$ cat config.mk
export PLATFORM = sky130hd
export DESIGN_NAME = hbbc_ctrl
export DESIGN_NICKNAME = d
export VERILOG_FILES = /design/src/hdl/hashed_block_buffer_cache_defines.svh /design/src/hdl/hbbc_pkg.sv /design/src/hdl/hbbc_ctrl.sv
export SDC_FILE = /design/constraint.sdc
export NUM_CORES = 1
export LEC_CHECK = 0
export ABC_AREA = 1
export CAP_MARGIN = 25
export CORE_MARGIN = 2
export CORE_UTILIZATION = 40
export CTS_CLUSTER_SIZE = 14
export DETAILED_ROUTE_END_ITERATION = 6
export DONT_BUFFER_PORTS = 1
export PLACE_DENSITY = 0.52
export SETUP_SLACK_MARGIN = 0.02
export SLEW_MARGIN = 10
export SYNTH_ARGS = -nofsm -noshare
export SYNTH_HDL_FRONTEND = slang
export SYNTH_SLANG_ARGS = --single-unit
$ cat constraint.sdc
create_clock -name clk -period 2.2 [get_ports clk]
set_clock_uncertainty 0.1 [all_clocks]
set_input_delay 0.22 -clock clk [delete_from_list [all_inputs] [get_ports clk]]
set_output_delay 0.22 -clock clk [all_outputs]
set_load 0.1 [all_outputs]
$ cat src/hdl/hashed_block_buffer_cache_defines.svh
// Assertion macros for the hashed block buffer cache.
// No dependencies.
`ifndef HASHED_BLOCK_BUFFER_CACHE_DEFINES_SVH
`define HASHED_BLOCK_BUFFER_CACHE_DEFINES_SVH
// implication checked every clock outside reset
`define HBBC_ASSERT_IMP(label, ante, cons) \
  label: assert property (@(posedge clk) disable iff (rst) (ante) |-> (cons)) \
    else $error("hbbc check failed");
// next-cycle implication checked every clock outside reset
`define HBBC_ASSERT_NEXT(label, ante, cons) \
  label: assert property (@(posedge clk) disable iff (rst) (ante) |=> (cons)) \
    else $error("hbbc check failed");
`endif

$ cat src/hdl/hbbc_pkg.sv
// Types and codes shared by the hashed block buffer cache modules.
// No dependencies.
`timescale 1ns / 1ps
package hbbc_pkg;
  localparam logic [1:0] CMD_ACQUIRE = 2'd0;
  localparam logic [1:0] CMD_RELEASE = 2'd1;
  localparam logic [1:0] CMD_PIN     = 2'd2;
  localparam logic [1:0] CMD_UNPIN   = 2'd3;

  localparam logic [1:0] ST_OK       = 2'd0;
  localparam logic [1:0] ST_NOFREE   = 2'd1;
  localparam logic [1:0] ST_UNDER    = 2'd2;

  localparam logic [7:0] REFS_MAX    = 8'hff;

  // one tag store entry; bkt caches blk mod NUM_BUCKETS
  typedef struct packed {
    logic [7:0]  dev;
    logic [31:0] blk;
    logic [5:0]  bkt;
    logic [7:0]  refs;
    logic [31:0] stamp;
    logic        fill;
    logic [31:0] ord;
  } hbbc_entry_t;

  // controller -> datapath commands
  typedef struct packed {
    logic load;       // capture the incoming item
    logic scan_clr;   // reset scan index and picks
    logic scan_step;  // read one entry for the scan
    logic commit;     // apply update and build result
    logic init_wr;    // write one initial entry after reset
  } hbbc_cmd_t;

  // datapath -> controller status
  typedef struct packed {
    logic is_acquire;
    logic scan_last;
  } hbbc_stat_t;
endpackage

$ cat src/hdl/hbbc_ctrl.sv
// Controller state machine for the hashed block buffer cache.
// Depends on hbbc_pkg.
`timescale 1ns / 1ps
module hbbc_ctrl (
  input  logic               clk,
  input  logic               rst,
  input  logic               in_valid,
  output logic               in_stall,
  output logic               out_valid,
  input  logic               out_stall,
  input  hbbc_pkg::hbbc_stat_t stat,
  output hbbc_pkg::hbbc_cmd_t  cmd
);
  import hbbc_pkg::*;

  typedef enum logic [7:0] {
    S_INIT   = 8'b0000_0001,
    S_IDLE   = 8'b0000_0010,
    S_PREP   = 8'b0000_0100,
    S_SCAN   = 8'b0000_1000,
    S_LAST   = 8'b0001_0000,
    S_FETCH  = 8'b0010_0000,
    S_COMMIT = 8'b0100_0000,
    S_OUT    = 8'b1000_0000
  } state_t;

  state_t state, state_next;

  always_ff @(posedge clk) begin
    if (rst) state <= S_INIT;
    else state <= state_next;
  end

  assign in_stall  = (state != S_IDLE);
  assign out_valid = (state == S_OUT);

  always_comb begin
    state_next = state;
    cmd = '0;
    unique case (state)
      S_INIT: begin
        cmd.init_wr = 1'b1;
        if (stat.scan_last) state_next = S_IDLE;
      end
      S_IDLE: begin
        if (in_valid) begin
          cmd.load = 1'b1;
          cmd.scan_clr = 1'b1;
          state_next = S_PREP;
        end
      end
      S_PREP: begin
        state_next = stat.is_acquire ? S_SCAN : S_FETCH;
      end
      S_SCAN: begin
        cmd.scan_step = 1'b1;
        if (stat.scan_last) state_next = S_LAST;
      end
      S_LAST: begin
        state_next = S_FETCH;
      end
      S_FETCH: begin
        state_next = S_COMMIT;
      end
      S_COMMIT: begin
        cmd.commit = 1'b1;
        state_next = S_OUT;
      end
      S_OUT: begin
        if (!out_stall) state_next = S_IDLE;
      end
      default: state_next = S_INIT;
    endcase
  end
endmodule

==> impl_metrics.ini <==
[run_status]
status = finished, final reports clean

[die]
chipWidth_um = 42.1
design.die.area_mm2 = 0.00177
placeableCoreArea_mm2 = 0.00133
initial_utilization_pct = 43.4
ios = 13
rows = 13
die-height_um = 42.1

[final_layout]
most-common-layout-cells = inv_1 (12), nand2_1 (12), nor2_1 (12)
fin_area_um2 = 686
antenna_cells = 0
reg_top3 = state x8
drive_above_1_share_pct = 34.7
area_growth_syn_to_layout_pct = 18.4
registers.top_by_ff_count = state
reg_area_um2 = 160
fillCellCount = 149
area_of_the_multi_input_gates_um2 = 343
max_ffs_per_register = 8
final_net_count = 103

[routing]
detail_route.drc_violations = 0
routed_wirelength_mm = 1.25
detail_route.wl_per_cell_um = 11.4
first_iter_violations = 8
routed_via_density = 4.64
detailedRoute.firstPassIterationCount = 4
antenna_left = 0
dr_total_vias = 510

[timing]
timing.max_slew.rel_slack_pct = 80.2
setup_total_neg_slack_ps = 0
grt_setup_unrepaired = false
final_number_of_hold_violating_endpoints = 0
drv_slew = 0
worst_slew_pin_slew_ps = 295
final_min_period_over_clock_period_pct = 81.9
post-route-min-period_ps = 1800
timing.fmax_mhz = 555
final-setup-viol-count = 0

[setup_path]
worst-endpoint-required_ps = 1880
crit_fanout = 4
cp_data_arrival_time_ps = 1480
critPathBufInv = 2
critical-path-slowest-cell = dfxtp_1
start_kind = flip-flop
worstRegToRegCells = 9
kind_of_end_point_of_the_critical_path = primary output
critical_path_cell_by_cell = inv_2, nand2_2, nor2_1, nand2_4, nor2_4, buf_12
critical-path-max-stage-delay_ps = 320
path_depth = 6
critPathKind = reg -> out
worst_path_dominant_cell_family = simple AND/OR/NAND/NOR gates

[placement]
number_of_port_buffers = 0
postPlaceCellArea_um2 = 653
dp_hpwl_mm = 1.03
gp_congestion = 0.770

[run]
drv.max_cap_violation_count = 0

[power]
switching_power_mw = 0.291
power_per_cell_area_mw_per_mm2 = 855
leakage_nw = 0.319
peak_supply_drop_uv = 507
sw_frac_of_total_pct = 49.7
power_report.internal_total_mw = 0.295
clock_power_share_pct = 20.4
comb_power_share_pct = 51.1
seq_power_share_pct = 28.5

[global_route]
total_overflow_reported_by_the_global_router = 0
grt_pass1_vias = 512
global_route_wire_length_before_repair_mm = 2.15
largest_net_degree_at_the_start_of_global_routing = 7
antenna_violations_before_repair = 0
global_route.usage.total_pct = 16.3

[hold_path]
hold_path.class = in -> reg
min_delay_path_depth = 2

[cts]
cts_root_buf = clkbuf_4
clkTransAtPathRegs_ps = 60
clock_sink_count = 8
clk-insertion-delay-late_ps = 260
cts.path.max_buffers = 2
cts_tree = done
post_cts.repair.setup_buffers = 0
number_of_buffers_created_by_cts = 3
ctsHtreeMaxLevel = 1

[logic_synthesis]
synth-compound-area-share_pct = 5.18
postSynthCellCount = 87
number_of_flip_flops_and_latches_in_the_synthesized_netlist = 8
post_synth_main_area_contributors = dfxtp_1 (28%), nor2_1 (8.4%), inv_1 (7.8%)
synth-adder-area-share_pct = 0
number_of_distinct_standard_cells_referenced_by_the_synthesized_netlist = 19
synthesis.yosys.warnings = 0
post_synth_instance_area_um2 = 579
synthesis.area_per_instance_um2 = 6.66
yosysTopAreaCell = dfxtp_1
synth_area_in_simple_gates_pct = 51.8
post_synth_mux_area_share_pct = 0
synth_largest_type_area_fraction_pct = 27.6
xor_and_xnor_fraction_of_the_mapped_netlist_area_pct = 0
synth_fp_nets = 93
synth_top_family_by_area = simple AND/OR/NAND/NOR gates
seq_area_frac_synth_pct = 27.6
[through the flow]
stage	util [%]	hold slack (ps)	setup WS [ps]	std cells	power (mW)
finish	51.4	3.28	398	110	0.587
detailed placement	49.0	192	672	106	0.469
global placement	49.0	192	699	106	0.470
CTS	51.4	2.31	384	110	0.591
floorplan	-	189	58.6	87	0.434
global route	51.4	26.1	325	110	0.621
[power by group through the flow]
| stage | logic, mW | registers [mW] | clock network, mW |
|---|---|---|---|
| CTS | 0.303 | 0.167 | 0.122 |
| finish | 0.300 | 0.167 | 0.120 |
| global route | 0.325 | 0.169 | 0.128 |
| global placement | 0.300 | 0.170 | 0 |
| detailed placement | 0.299 | 0.171 | 0 |
| floorplan | 0.266 | 0.169 | 0 |
[worst paths after layout]
check	to	slack [ps]	start
max	cmd[4]	400	state[2]$_SDFFE_PP0P_
min	state[3]$_SDFFE_PP0P_	3	stat[1]
min reg2reg	state[1]$_SDFFE_PP0P_	450	state[1]$_SDFFE_PP0P_
max reg2reg	state[1]$_SDFFE_PP0P_	750	state[4]$_SDFFE_PP0P_
[logic make-up (layout without fill, tap and decap cells)]
| family | after synthesis | in the layout |
|---|---|---|
| AO/OA/AOI/OAI | 6 | 6 |
| AND/OR/NAND/NOR | 53 | 53 |
| buffers and inverters | 20 | 28 |
| flip-flops | 8 | 8 |
[routing by layer]
layer  vias to the layer above  track usage (%)  routed length (um)
met5                         -                0                   0
met4                         0             10.0                  12
met3                         2             3.45                  53
met2                         8             24.7                 580
met1                       215             21.1                 604
li1                        285                -                   -
[cell usage after synthesis (all sizes together)]
master	count
inv	19
a21oi	3
nand3	9
nand2	20
nor3	2
nor2	20
dfxtp	8
buf	1
nand4	2
o21ai	3
[worst register-to-register path, cell delays in order (launching register included)]
cell,delay (ps)
dfxtp_1,350
nor2_4,160
nand2_4,100
inv_8,90
nand2_4,70
inv_4,230
nor2_1,80
nand3_1,80
nand2_1,60
nor2_2,70
[repair_timing]
| action | 4_1_cts | 5_1_grt |
|---|---|---|
| hold endpoints to repair | 6 | 0 |
| endpoints found under the setup margin | 0 | 0 |
| resized for setup | 0 | 0 |
| hold buffers | 1 | 0 |
[final cells by class]
| class | count | area share (%) |
|---|---|---|
| multi-input cells | 59 | 50.0 |
| flip-flops and latches | 8 | 23.4 |
| inverters | 19 | 11.9 |
| repair buffers | 6 | 8.76 |
| clock buffers | 3 | 3.28 |
| well taps | 15 | 2.74 |
Note: power is estimated with default switching activity, not from simulation.
